--- src/rtl/core/crma_pkg.sv ---
// ----------------------------------------------------------------------------
// Checked region memory access package
// Shared constants, codes and types for the checked region memory.
// ----------------------------------------------------------------------------
package crma_pkg;

    localparam int MEM_BYTES = 4096;
    localparam int MEM_ROWS  = MEM_BYTES / 8;
    localparam int OFF_AW    = $clog2(MEM_BYTES);
    localparam int ROW_AW    = (MEM_ROWS > 1) ? $clog2(MEM_ROWS) : 1;
    localparam int CMP_W     = ((OFF_AW + 1 > 13) ? OFF_AW + 1 : 13) + 1;
    localparam int LANES     = 8;

    typedef enum logic [1:0] {
        ST_OK         = 2'd0,
        ST_MISALIGNED = 2'd1,
        ST_RANGE      = 2'd2,
        ST_PERM       = 2'd3
    } status_t;

    typedef enum logic [1:0] {
        CFG_REGION_BASE  = 2'd0,
        CFG_REGION_BYTES = 2'd1,
        CFG_ALLOW_READ   = 2'd2,
        CFG_ALLOW_WRITE  = 2'd3
    } cfg_index_t;

    typedef enum logic {
        OP_READ  = 1'b0,
        OP_WRITE = 1'b1
    } opcode_t;

    typedef struct packed {
        logic [63:0] region_base;
        logic [12:0] region_bytes;
        logic        allow_read;
        logic        allow_write;
    } region_cfg_t;

    typedef struct packed {
        status_t                         status;
        logic                            read_ok;
        logic [2:0]                      lane_off;
        logic [LANES-1:0]                lane_en;
        logic [LANES-1:0]                lane_we;
        logic [LANES-1:0][ROW_AW-1:0]    lane_row;
        logic [LANES-1:0][7:0]           lane_wdata;
    } access_ctl_t;

endpackage

--- src/rtl/core/crma_cfg.sv ---
// ----------------------------------------------------------------------------
// Region configuration registers
// Holds the region base, size and access permissions.
// ----------------------------------------------------------------------------
module crma_cfg
    import crma_pkg::*;
(
    input  logic        clk,
    input  logic        rst_n,
    input  logic        cfg_valid,
    output logic        cfg_ready,
    input  logic [1:0]  cfg_index,
    input  logic [63:0] cfg_data,
    output region_cfg_t region
);

    region_cfg_t region_reg;
    region_cfg_t region_next;

    always_comb
    begin
        region_next = region_reg;
        if (cfg_valid)
        begin
            unique case (cfg_index)
                CFG_REGION_BASE:  region_next.region_base  = cfg_data;
                CFG_REGION_BYTES: region_next.region_bytes = cfg_data[12:0];
                CFG_ALLOW_READ:   region_next.allow_read   = cfg_data[0];
                CFG_ALLOW_WRITE:  region_next.allow_write  = cfg_data[0];
                default:          region_next = region_reg;
            endcase
        end
    end

    always_ff @(posedge clk or negedge rst_n)
    begin
        if (!rst_n)
        begin
            region_reg.region_base  <= 64'd0;
            region_reg.region_bytes <= 13'd4096;
            region_reg.allow_read   <= 1'b1;
            region_reg.allow_write  <= 1'b1;
        end
        else
        begin
            region_reg <= region_next;
        end
    end

    assign cfg_ready = 1'b1;
    assign region    = region_reg;

endmodule

--- config.mk ---
export PLATFORM = sky130hd
export DESIGN_NAME = crma_cfg
export DESIGN_NICKNAME = d
export VERILOG_FILES = /design/src/rtl/core/crma_pkg.sv /design/src/rtl/core/crma_cfg.sv
export SDC_FILE = /design/constraint.sdc
export NUM_CORES = 1
export LEC_CHECK = 0
export BUFFER_PORTS_ARGS = -buffer_cell sky130_fd_sc_hd__buf_4
export CAP_MARGIN = 30
export CORE_MARGIN = 2
export CORE_UTILIZATION = 50
export DETAILED_ROUTE_END_ITERATION = 8
export GPL_ROUTABILITY_DRIVEN = 0
export PLACE_DENSITY = 0.91
export SLEW_MARGIN = 20
export SYNTH_ARGS = -nofsm -noshare
export SYNTH_HDL_FRONTEND = slang
export SYNTH_SLANG_ARGS = --single-unit
--- constraint.sdc ---
create_clock -name clk -period 1.1 [get_ports clk]
set_input_delay 0.33 -clock clk [delete_from_list [all_inputs] [get_ports clk]]
set_output_delay 0.33 -clock clk [all_outputs]
set_load 0.03 [all_outputs]
======== After elaboration in Yosys (flattened, before gate mapping) ========
Cells that the tools add are included.
Widths: inputs -> output; s select.
operators by class
  equality and inequality tests ........... 3
  reduce and logical (&&, ||, !) cells .... 5
operators by type and width
  operator            number
  $reduce_and 2->1    4
  $eq 2x2->1 const B  2
  $eq 2x1->1 const B  1
  $logic_not 2->1     1
word-level totals
  bits in registers ....................... 79
  input bits .............................. 69
  output and inout port bits .............. 80
  logic and storage cells ................. 12

======== Logic depth before layout (Yosys ltp) ========
  depth after elaboration ................. 2
  depth in mapped cells ................... 4
  gate-level depth less buffers ........... 2

======== Least setup slack after synthesis ========
No wires, ideal clock.
  path kind ............................... input to register
  start ................................... input port cfg_index[1]
  end ..................................... register region_reg, in the netlist region[15]
  setup time .............................. 125 ps
  data arrival time ....................... 1153 ps
  data required time ...................... 975 ps
  slack ................................... -178 ps
  stages on the path ...................... 4
  buffers on the path ..................... 2
  path through ............................ nor3b_2 > buf_6 > buf_12 > mux2_4
on the way
  longest elaborated chain between the ends .. 2
ends and longest elaborated chain
  item                               RTL line        text
  start, declared                    crma_cfg.sv:12  input logic [1:0] cfg_index,
  $logic_not 2->1                    crma_cfg.sv:25  unique case (cfg_index)
  $reduce_and 2->1 (no source line)  -
  end signal, assigned               crma_cfg.sv:46  region_reg <= region_next;
  end, declared                      crma_cfg.sv:17  region_cfg_t region_reg;
No other way between the ends.
A chain may end at the register's enable or synchronous reset.

======== Worst setup path in the final report ========
  start ................................... register region_reg, in the netlist region[14]
  end ..................................... output port region[14] in the netlist's numbering
RTL lines
  item           RTL line        text
  end, declared  crma_cfg.sv:14  output region_cfg_t region
No word-level cell between the ends.

==> impl_metrics.toml <==
[cts]
cts_inserted_buffers = 9
clock_latency_ns = 0.33
cts.path.max_buffers = 2
cts_tree = "done"
clockRootBuffer = "clkbuf_8"
cts.sinks = 79
clkTransAtPathRegs_ns = 0.09
h-tree-depth = 3

[timing]
rsz0062_at_grt = "true"
finalHoldViolCount = 0
skew_ns = 0
drv_slew = 0
tns_ns = -9.62
setup_viol = 99
layout_worst_path_cycle_share_pct = 122
finalWorstSetupSlack_ns = -0.243
fmax_mhz = 745
period_minus_slack_ns = 1.34

[final_layout]
fin_area_um2 = 5550
final_layout_size_suffix_gt1_share_pct = 79.5
fill_cells = 277
diodes = 0
nets = 465
finish.utilization_pct = 87.5
largest_reg_flops = 79
syn_to_final_growth_pct = 69.4

[drt]
first_iter_violations = 96
ant_nets = 0
avgViaCountPerCell = 4.90
routed_wl_mm = 9.38
wl_per_cell_um = 19.7
vias = 2335
firstDrtPassIters = 4
drc = 0

[setup_path]
crit_family = "flip-flops"
slowest_stage = "dfstp_2"
crit_chain = "buf_6"
crit_type = "flop to output pin"
end_kind = "output pin"
path_buf_inv = 1
arrival_ns = 1.01
critPathMaxFanout = 2
critical_path_required_ns = 0.77
worst_setup_path_start_kind = "flop"
max_stage_delay_ns = 0.55

[place]
dpl_worst_slack_ns = -0.393
hpwl_mm = 5.15
portBuffers = 147
dpl_cell_area_um2 = 4530

[yosys]
syn-cell-area_um2 = 3280
synth.avg_cell_area_um2 = 19.1
synth-async-reset-ratio_pct = 100
synth-edff-count = 0
synthDominantCellAreaShare_pct = 58.0
synth_seq_area_share_pct = 60.4
yosys_warnings = 0
yosys.area.top_type = "dfrtp_1"
ys_ff_latch = 79
ys.flop_type = "dfrtp_1"
netlist_instances = 172
synth.most_common_cell = "dfrtp_1"
yosys-top-cells-count = "dfrtp_1, mux2_4, mux2_2"
yosysUniqueCellTypes = 11
synthTopCellsByArea = "dfrtp_1, mux2_4, mux2_2, buf_12, dfstp_2"
synth_fp_nets = 241

[power_and_ir_drop]
p_per_area_nw_per_um2 = 1880
leakagePower_nw = 2.78
power_mw = 10.4
peakVddDrop_mv = 1.50

[worst_hold_path]
min_path_type = "input pin to flop"

[floorplanning]
die_h_um = 85.0
die_area_um2 = 7220
rows = 29
core_area_um2 = 6350
start_util_pct = 51.6
io_pins = 149
die_x_um = 85.0

[job]
maxCapViolCount = 0

[status]
status = "complete, but fails checks"
violations = "negative setup slack"

[global_routing]
grt_pass1_vias = 2466
grt_use_total_pct = 23.8
grt_first_pass_wirelength_mm = 13.1
antenna_found_initial = 0
grt-ovfl-total = 0
grt_max_degree = 34
-- path summary, 6_finish.rpt --
check,end,depth (start not counted),start,slack (ns)
setup reg to reg,region[44],3,region[44],0.05
min in group asynchronous,region[15],2,rst_n,0.47
max in group asynchronous,region[78],3,rst_n,0.17
hold / removal,region[48],2,cfg_data[33],0.21
hold reg to reg,region[12],1,region[12],0.54
setup / recovery,region[14],1,region[14],-0.24
-- layout by cell type, fill, tap and decap left out --
| cell type | count |
|---|---|
| mux2_4 | 63 |
| bufinv_16 | 1 |
| mux2_2 | 16 |
| clkbuf_1 | 1 |
| clkinv_2 | 1 |
| clkbuf_8 | 11 |
| dlygate4sd3_1 | 1 |
| nor3b_4 | 1 |
| conb_1 | 1 |
| dfrtp_1 | 76 |
| dfstp_2 | 3 |
| buf_6 | 83 |
| buf_8 | 2 |
| buf_16 | 2 |
| nand3b_1 | 2 |
| nand3_1 | 1 |
| buf_4 | 128 |
| clkinvlp_4 | 1 |
| buf_12 | 6 |
-- stage by stage --
step	instances	hold WS, ns
6_report	477	0.210
3_3_place_gp	403	0.245
2_1_floorplan	172	0.0344
4_1_cts	454	0.204
3_5_place_dp	403	0.246
5_1_grt	477	0.200
-- cell families (layout without fill, tap and decap cells) --
| group | after synthesis | count (layout) | synth area share (%) |
|---|---|---|---|
| AND/OR/NAND/NOR | 4 | 4 | 0.992 |
| buffers and inverters | 9 | 237 | 4.47 |
| multiplexers | 79 | 79 | 34.0 |
| flip-flops | 79 | 79 | 60.4 |
| other | 1 | 1 | 0.114 |
-- power breakdown --
group	switching (mW)	internal [mW]
combinational	1.93	2.39
sequential	0.451	3.47
clock	1.04	1.16
-- final cells by class --
| class | instances | area (um^2) | area share, % |
|---|---|---|---|
| Timing Repair Buffer | 222 | 2110 | 38.0 |
| Sequential cell | 79 | 1980 | 35.7 |
| Multi-Input combinational cell | 84 | 1170 | 21.0 |
| Clock buffer | 12 | 155 | 2.79 |
| Tap cell | 77 | 96.3 | 1.73 |
| Clock inverter | 3 | 42.5 | 0.766 |
-- routing by layer --
layer  up-vias  global-route usage [%]  routed length (um)
li1       1047                       -                   -
met1      1186                    29.2                3530
met2        92                    40.3                5170
met3        10                    8.56                 565
met4         0                    5.63                 116
met5         -                       0                   0
-- timing repair --
| item | 4_1_cts | 5_1_grt |
|---|---|---|
| gates cloned | 2 | 0 |
| hold endpoints to repair | 15 | 0 |
| endpoints found under the setup margin | 89 | 107 |
| hold buffers | 1 | 0 |
| resized for setup | 83 | 9 |
| buffers inserted | 33 | 23 |
| pin swaps | 0 | 1 |
Note: power is estimated with default switching activity, not from simulation.
