==> config.mk <==
export PLATFORM = sky130hd
export DESIGN_NAME = crma_check
export DESIGN_NICKNAME = d
export VERILOG_FILES = /design/src/rtl/core/crma_pkg.sv /design/src/rtl/core/crma_check.sv
export SDC_FILE = /design/constraint.sdc
export NUM_CORES = 1
export LEC_CHECK = 0
export ABC_CLOCK_PERIOD_IN_PS = 9900
export BUFFER_PORTS_ARGS = -buffer_cell sky130_fd_sc_hd__buf_2
export CAP_MARGIN = 5
export CORE_AREA = 2 2 142 144
export DETAILED_ROUTE_END_ITERATION = 12
export DIE_AREA = 0 0 144 146
export PLACE_DENSITY = 0.8
export SLEW_MARGIN = 5
export SYNTH_ARGS = -nofsm -noshare
export SYNTH_HDL_FRONTEND = slang
export SYNTH_SLANG_ARGS = --single-unit
==> constraint.sdc <==
create_clock -name vclk -period 9.9
set_input_delay 1.485 -clock vclk [all_inputs]
set_output_delay 1.485 -clock vclk [all_outputs]
set_load 0.02 [all_outputs]
==> src/rtl/core/crma_pkg.sv <==
// ----------------------------------------------------------------------------
// Checked region memory access package
// Shared constants, codes and types for the checked region memory.
// ----------------------------------------------------------------------------
package crma_pkg;

    localparam int MEM_BYTES = 4096;
    localparam int MEM_ROWS  = MEM_BYTES / 8;
    localparam int OFF_AW    = $clog2(MEM_BYTES);
    localparam int ROW_AW    = (MEM_ROWS > 1) ? $clog2(MEM_ROWS) : 1;
    localparam int CMP_W     = ((OFF_AW + 1 > 13) ? OFF_AW + 1 : 13) + 1;
    localparam int LANES     = 8;

    typedef enum logic [1:0] {
        ST_OK         = 2'd0,
        ST_MISALIGNED = 2'd1,
        ST_RANGE      = 2'd2,
        ST_PERM       = 2'd3
    } status_t;

    typedef enum logic [1:0] {
        CFG_REGION_BASE  = 2'd0,
        CFG_REGION_BYTES = 2'd1,
        CFG_ALLOW_READ   = 2'd2,
        CFG_ALLOW_WRITE  = 2'd3
    } cfg_index_t;

    typedef enum logic {
        OP_READ  = 1'b0,
        OP_WRITE = 1'b1
    } opcode_t;

    typedef struct packed {
        logic [63:0] region_base;
        logic [12:0] region_bytes;
        logic        allow_read;
        logic        allow_write;
    } region_cfg_t;

    typedef struct packed {
        status_t                         status;
        logic                            read_ok;
        logic [2:0]                      lane_off;
        logic [LANES-1:0]                lane_en;
        logic [LANES-1:0]                lane_we;
        logic [LANES-1:0][ROW_AW-1:0]    lane_row;
        logic [LANES-1:0][7:0]           lane_wdata;
    } access_ctl_t;

endpackage

==> src/rtl/core/crma_check.sv <==
// ----------------------------------------------------------------------------
// Access checker and lane steering
// Runs the alignment, range and permission checks and steers bytes to lanes.
// ----------------------------------------------------------------------------
module crma_check
    import crma_pkg::*;
(
    input  region_cfg_t region,
    input  logic        opcode,
    input  logic [1:0]  access_size,
    input  logic [63:0] address,
    input  logic [63:0] write_data,
    output access_ctl_t ctl
);

    logic [3:0]            nbytes;
    logic [2:0]            align_mask;
    logic                  misaligned;
    logic [64:0]           diff;
    logic                  borrow;
    logic [63:0]           off;
    logic [CMP_W-1:0]      span;
    logic [CMP_W-1:0]      end_sum;
    logic                  range_bad;
    logic                  perm_bad;
    logic                  access_ok;
    logic [ROW_AW-1:0]     row_base;
    logic [2:0]            lane_off;
    logic [2:0]            byte_idx [LANES];

    always_comb
    begin
        nbytes     = 4'd1 << access_size;
        align_mask = 3'(nbytes - 4'd1);
        misaligned = (address[2:0] & align_mask) != 3'd0;

        diff   = {1'b0, address} - {1'b0, region.region_base};
        borrow = diff[64];
        off    = diff[63:0];

        if (CMP_W'(region.region_bytes) > CMP_W'(MEM_BYTES))
        begin
            span = CMP_W'(MEM_BYTES);
        end
        else
        begin
            span = CMP_W'(region.region_bytes);
        end

        end_sum   = CMP_W'(off[OFF_AW-1:0]) + CMP_W'(nbytes);
        range_bad = borrow || (off[63:OFF_AW] != '0) || (end_sum > span);
        perm_bad  = (opcode == OP_WRITE) ? !region.allow_write : !region.allow_read;

        priority if (misaligned)
        begin
            ctl.status = ST_MISALIGNED;
        end
        else if (range_bad)
        begin
            ctl.status = ST_RANGE;
        end
        else if (perm_bad)
        begin
            ctl.status = ST_PERM;
        end
        else
        begin
            ctl.status = ST_OK;
        end

        access_ok   = (ctl.status == ST_OK);
        ctl.read_ok = access_ok && (opcode == OP_READ);
        lane_off    = off[2:0];
        row_base    = ROW_AW'(off[OFF_AW-1:0] >> 3);
        ctl.lane_off = lane_off;

        for (int l = 0; l < LANES; l++)
        begin
            byte_idx[l]       = 3'(l) - lane_off;
            ctl.lane_en[l]    = access_ok && ({1'b0, byte_idx[l]} < nbytes);
            ctl.lane_we[l]    = ctl.lane_en[l] && (opcode == OP_WRITE);
            ctl.lane_row[l]   = row_base + ROW_AW'(3'(l) < lane_off);
            ctl.lane_wdata[l] = write_data[byte_idx[l]*8 +: 8];
        end
    end

endmodule

## Word level (Yosys, flattened, before mapping)

Index checks and enable logic that the tools add are counted.

- Output and inout bits: 158
- Input port bits: 210
- Memory bits (writable): 0
- Memories kept: 0
- Flip-flop bits (word level): 0
- Bits in latches: 0
- Memory bits (read-only): 0

- Bitwise logic cells: 2
- Div/mod/pow operators: 0
- Reduce and logical (&&, ||, !) cells: 24
- Magnitude comparators: 18
- Eq/ne operators: 0
- $mul: 0
- $add $sub $neg: 19
- Multiplexer cells: 5
- Shift operators: 9

Operators with widths:

| operator | count |
|---|---|
| $shiftx A64 B7 Y8 | 8 |
| $add A9 B1 Y9 | 8 |
| $sub A64 B64 Y65 | 1 |
| $reduce_bool A52 Y1 | 1 |
| $lt A3 B4 Y1 | 8 |
| $logic_and A1 B1 Y1 | 17 |
| $gt A13 B14 Y1 | 1 |
| $add A12 B4 Y13 | 1 |
| $gt A13 B13 Y1 const B | 1 |
| $mux W13 | 1 |
| $lt A3 B3 Y1 const A | 4 |
| $sub A3 B3 Y3 const A | 4 |
| $lt A1 B3 Y1 const A | 2 |
| $lt A2 B3 Y1 const A | 2 |
| $mux W2 | 3 |
| $sub A1 B3 Y3 const A | 2 |
| $sub A2 B3 Y3 const A | 2 |
| $shl A1 B2 Y4 const A | 1 |
| $and A3 B3 Y3 | 1 |
| $reduce_bool A3 Y1 | 1 |
| $sub A3 B1 Y3 const B | 1 |
| $logic_not A1 Y1 | 2 |
| $logic_not A2 Y1 | 1 |
| $logic_or A1 B1 Y1 | 2 |
| 2 further kinds | 2 |

## Depth between registers and ports, before layout

Gate-level depths: netlist (run 1).

- Depth in word-level cells: 9
- Depth in mapped cells: 29
- Mapped depth without buffers: 26

## Worst setup path after synthesis (run 1)

Ideal clock, no wire load.

- Path type: input -> output
- Start point: input port address[0]
- End point: output port ctl[137] (netlist bit)
- Slack: 1.436 ns
- Buffers on the path: 3
- Data required time: 8.415 ns
- Cell stages on the path: 25
- Data arrival time: 6.979 ns
- Cells stage by stage: inv_1 -> ha_1 -> clkbuf_1 -> clkbuf_1 -> buf_1 -> inv_1 -> ha_1 -> fa_1 -> inv_1 -> nor2_1 -> o21ai_0 -> nand2b_1 -> xor2_1 -> ha_1 -> a21oi_1 -> a21boi_0 -> o31ai_1 -> a21oi_1 -> nor3_1 -> nand4_1 -> nor4_1 -> nand4_1 -> nor4b_4 -> nand4_4 -> nor4b_1

RTL lines:

| element | RTL line | source |
|---|---|---|
| from (decl) | crma_check.sv:11 | `input logic [63:0] address,` |
| to (decl) | crma_check.sv:13 | `output access_ctl_t ctl` |

==> run summary, run 1 <==
Worst EP required: 8.42 ns
CP Buf/Inv Count: 4
Die W: 144 um
CP arrival: 7.66 ns
initial antenna violation count: 14
top-area cell type share of the netlist area: 14.9%
sequential cell count: 0
Die ar.: 21000 sq um
maximum vdd ir drop: 0.000126 V
global-route wire length before repair: 62900 um
dpl cells: 2040
Setup TNS Final: 0 ns
Avg Synthesized Cell Area: 6.48 sq um
final setup vio count: 0
gr usage total: 37.8%
# IOs: 368
max cap viols: 0
Placement Cell Area: 11500 sq um
drt pass-1 iters: 6
Setup crit end kind: primary output
Crit Path Category: in2out
row count: 51
CP dominant cell by count: a21oi_1
crit share post-route: 92.4%
Detail Route Antenna Nets: 0
Hold-fix buffers, CTS: 0
synthesized netlist cell count: 1473
via/cell ratio: 6.18
Fin. Hold Viols: 0
CP max stage delay: 0.89 ns
Die H: 146 um
sequential fraction of the synthesis area: 0%
starting DRC count in detailed routing: 1203
RSZ-0062 raised after global routing: no
Unique masters post-synth: 83
Area Growth Syn to Fin: 20.3%
Port Buf Inserts: 368
drt drc: 0
synth top area cells: ha_1 15%, nand2_1 9.0%, mux2i_1 8.8%
via count: 12700
slowest CP cell: xnor2_1
leakage dissipation: 5.57 nW
Startpoint Class: input pin
critical-path cell list: buf_2 -> inv_1 -> ha_4 -> inv_1 -> fa_1 -> a211oi_1 -> o21ai_0 -> a21oi_1 -> xnor2_1 -> and3_1 -> nand2_1 -> xnor2_1 -> ha_1 -> a21oi_1 -> o21ai_0 -> a21oi_1 -> a21oi_1 -> or4_1 -> or4_1 -> nor4_1 -> nand4_1 -> o21ai_0 -> buf_2
post-route insts no fill: 2053
Slew headroom: 26.3%
nets: 2104
leading area contributor after synthesis: ha_1
total routed wirelength: 42600 um
clkbuf count: 0
vias in the first global route: 11400
worst-margin pin slew: 1.10 ns
layout cells sized above 1: 25.5%
Post-CTS Setup Inserts: 0
crit path max fanout: 10
total gr overflow: 0
status: finished clean
yosys warns: 0
Initial Utilization: 49.4%
hold crit path type: in2out
Register Area: 0 sq um
CP top delay family: simple AND/OR/NAND/NOR gates
largest net degree at the start of global routing: 71
fmax: 109 MHz
Cell Area, Synth: 9550 sq um
syn nets: 1800
Finished Cell Area: 11500 sq um
dpl hpwl: 36500 um
Core ar.: 19300 sq um
pwr dens: 130 nW/um^2
Routed WL per cell: 20.8 um
Final Slew Violations: 0
crit path time final: 9.14 ns
routability cong.: 1.05
post-CTS sizing: 0
==> per-stage QoR <==
stage | hold slack, ns | power, mW | util (%) | setup WS (ns)
final | 3.37 | 1.49 | 59.4 | 0.755
after global routing | 3.43 | 1.59 | 59.3 | 0.347
after CTS | 3.37 | 1.47 | 59.2 | 0.845
after detailed placement | 3.37 | 1.46 | 59.2 | 0.862
after global placement | 3.36 | 1.45 | 59.2 | 1.08
after floorplan | 3.15 | 0.996 | - | 1.44
==> cells in the mapped netlist (all sizes together), types with 3 or more instances <==
| cell type | count |
|---|---|
| nor2 | 110 |
| mux2i | 84 |
| nand3 | 24 |
| nand2 | 230 |
| a2111oi | 3 |
| a221o | 3 |
| o2111ai | 8 |
| o21a | 18 |
| o31ai | 5 |
| nor3b | 3 |
| o21ai | 145 |
| nor4 | 19 |
| or4 | 4 |
| o31a | 3 |
| a211o | 3 |
| a31oi | 11 |
| mux2 | 36 |
| xnor2 | 66 |
| nand3b | 4 |
| a21o | 20 |
| a211oi | 16 |
| and2 | 9 |
| clkbuf | 38 |
| inv | 102 |
| and4 | 6 |
| nor4b | 5 |
| xor2 | 33 |
| nor2b | 4 |
| a21boi | 10 |
| a21oi | 126 |
| nand4b | 4 |
| buf | 41 |
| and3 | 9 |
| nand4 | 52 |
| o211ai | 12 |
| o22ai | 3 |
| fa | 3 |
| nor3 | 23 |
| ha | 114 |
| or3 | 11 |
| nand2b | 12 |
| o21bai | 14 |
==> layout make-up <==
cell class | instances | area [sq um]
timing repair buffer | 381 | 1940
multi-input combinational | 1292 | 8800
antenna | 13 | 32.5
inverter | 102 | 383
fill | 1954 | 7850
tap | 265 | 332
==> cells in the final DEF, fill, tap and decap left out, types with 14 or more instances in the layout <==
cell type and n:
buf_2 368, ha_1 113, nor3_1 23, mux2_2 36, xor2_1 33, xnor2_1 65
nor4_1 17, nand4_1 51, o21a_1 18, o21bai_1 14, a211oi_1 15, nor2_1 108
mux2i_1 84, nand2_1 230, inv_1 99, a21o_1 20, nand3_1 24, a21oi_1 120
o21ai_0 137
==> tightest hold or removal path, delay by kind of cell <==
kind          cells  cell delay [ns]
simple gates      2             0.15
buf+inv           2             0.25
==> where the power goes <==
| part | internal, mW | switching [mW] | total [mW] |
|---|---|---|---|
| logic | 0.507 | 0.987 | 1.49 |
| clock network | 0.000000177 | 0 | 0.000000177 |
| registers | 0 | 0 | 0 |
| total | 0.507 | 0.987 | 1.49 |
==> path summary, 6_finish.rpt <==
check | startpoint | to | cells past startpoint
setup / recovery | address[0] | ctl[156] | 23
hold / removal | region[1] | ctl[155] | 4
==> cells by family (layout without fill, tap and decap cells) <==
kind of cell	count (synthesis)	count (layout)	share of synthesized area, %
buffers and inverters	181	483	8.03
adder cells (fa/ha/maj)	117	117	15.6
XOR/XNOR	99	99	9.08
other	0	13	0
multiplexers	120	120	13.1
AND/OR/NAND/NOR	534	534	26.9
AO/OA/AOI/OAI	422	422	27.3
==> layer usage <==
metal	vias to the layer above	part of all wire, %	track usage (%)	wire length (um)
met5	-	0.031	0	13
met1	5858	42	51.1	17700
met3	109	11	7.21	4490
met2	770	44	60.2	18700
li1	5956	-	-	-
met4	2	4.0	11.9	1700
Power figures use the tool's default switching activity.
==> inputs of run 2 (changes only) <==
--- a/config.mk
+++ b/config.mk
@@ -11,6 +11,7 @@
 export CORE_AREA = 2 2 142 144
 export DETAILED_ROUTE_END_ITERATION = 12
 export DIE_AREA = 0 0 144 146
+export GPL_TIMING_DRIVEN = 0
 export PLACE_DENSITY = 0.8
 export SLEW_MARGIN = 5
 export SYNTH_ARGS = -nofsm -noshare
==> run 2 against run 1 <==
  * First-iteration DRC count up 5.0%
  * Largest cell class unchanged
  * Wire length grew 2.8%
  * Count of clock-buffer cells in the layout stayed put
  * Sequential share of layout area is the same
  * Worst setup slack worse by 0.12 ns
  * Cell count grew 3.3%
  * Largest power group unchanged
  * Hold slack improved by 0.033 ns
==> run summary, run 2 (same netlist as run 1, synthesis figures left out) <==
status: finished clean
row count: 51
sequential cell count: 0
Die W: 144 um
Total Power: 1.51 mW
pwr dens: 129 nW/um^2
Routed WL per cell: 20.7 um
drt pass-1 iters: 6
nets: 2170
total gr overflow: 0
CP max stage delay: 0.54 ns
Finished Cell Area: 11800 sq um
maximum vdd ir drop: 0.000134 V
# IOs: 368
Util after Layout: 60.9%
Clk network pwr share: 0%
Sw Pwr: 1.01 mW
dpl hpwl: 37900 um
Filler Cell Count: 1968
crit share post-route: 93.6%
Slew headroom: 7.78%
Final Slew Violations: 0
total routed wirelength: 43800 um
Hold EP: ctl[155]
final setup vio count: 0
Core ar.: 19300 sq um
most frequent cells in the layout: 390 x buf_2, 230 x nand2_1, 137 x o21ai_0, 120 x a21oi_1, 114 x ha_1
min-delay src: region[1]
fmax: 108 MHz
via/cell ratio: 6.11
Die ar.: 21000 sq um
Detail Route Antenna Nets: 0
most common cell after layout, fill and taps aside: buf_2
Startpoint Class: input pin
gr usage total: 39.7%
worst slack, placed: 0.215 ns
largest net degree at the start of global routing: 16
crit path max fanout: 10
sequential share of power: 0%
slowest CP cell: or4_1
hold crit path type: in2out
drt drc: 0
dpl cells: 2106
worst-margin pin slew: 1.38 ns
Final Worst Setup Slack: 0.637 ns
Crit Path Category: in2out
Placement Cell Area: 11700 sq um
Hold-fix buffers, CTS: 0
RSZ-0062 raised after global routing: no
CP arrival: 7.78 ns
Setup TNS Final: 0 ns
crit path time final: 9.26 ns
WHS: 3.40 ns
Setup crit start: address[0]
P_int: 0.507 mW
routability cong.: 1.07
Port Buf Inserts: 368
global-route wire length before repair: 66300 um
initial antenna violation count: 10
Worst EP required: 8.42 ns
Post-CTS Setup Inserts: 0
vias in the first global route: 12000
Initial Utilization: 49.4%
Fin. Hold Viols: 0
leakage dissipation: 5.70 nW
via count: 13000
clkbuf count: 0
post-route insts no fill: 2121
sw frac: 66.5%
Area Growth Syn to Fin: 23.3%
layout cells sized above 1: 25.5%
Register Area: 0 sq um
Setup crit end kind: primary output
starting DRC count in detailed routing: 1263
Hold Crit Depth: 4
Logic pwr share: 100.0%
Die H: 146 um
max cap viols: 0
-- run 2: cell types whose count changed in the layout (fill, tap and decap cells not counted) --
cell / before / now
buf_4: 13 / 0
clkbuf_2: 0 / 2
ha_1: 113 / 114
buf_2: 368 / 390
ha_4: 1 / 0
clkbuf_1: 0 / 37
diode_2: 13 / 15
buf_6: 0 / 8
buf_1: 0 / 10
-- run 2: repair_timing --
action                                  4_1_cts  5_1_grt
endpoints found under the setup margin        0        8
endpoints found under the hold margin         0        0
gates resized for setup                       0        4
-- run 2: cell type report --
class / instances / area (sq um) / area share, %
Multi-Input combinational cell: 1292 / 8790 / 74.7
Timing Repair Buffer: 368 / 1840 / 15.7
Buffer: 79 / 387 / 3.29
Inverter: 102 / 383 / 3.25
Tap cell: 265 / 332 / 2.82
Antenna cell: 15 / 37.5 / 0.319
-- run 2: per-layer routing --
metal / track usage [%] / wire length (um)
met1: 54.8 / 18300
met2: 62.2 / 18900
met3: 7.60 / 4910
met4: 12.1 / 1680
met5: 0 / 0
-- run 2: power groups by stage --
| stage | logic [mW] | clock network (mW) | registers [mW] |
|---|---|---|---|
| 2_1_floorplan | 0.996 | 0 | 0 |
| 3_3_place_gp | 1.46 | 0 | 0 |
| 3_5_place_dp | 1.47 | 0 | 0 |
| 4_1_cts | 1.48 | 0 | 0 |
| 5_1_grt | 1.61 | 0.0000000541 | 0 |
| 6_report | 1.51 | 0.000000204 | 0 |
-- run 2: worst max-delay path, delay by kind of cell --
kind	cells	cell delay, ns
buffers and inverters	8	1.56
AOI/OAI and AO/OA	6	1.37
and+or+nand+nor	6	1.77
xor gates and xnor gates	1	0.16
adders and majority gates	4	1.42
-- run 2: worst max-delay path by stage --
stage	endpoint	slack (ns)	depth (start not counted)
after floorplan	ctl[137]	1.44	25
after global placement	ctl[156]	0.29	27
after detailed placement	ctl[156]	0.22	25
after CTS	ctl[156]	0.20	25
after global routing	ctl[156]	0.17	25
final	ctl[156]	0.64	25
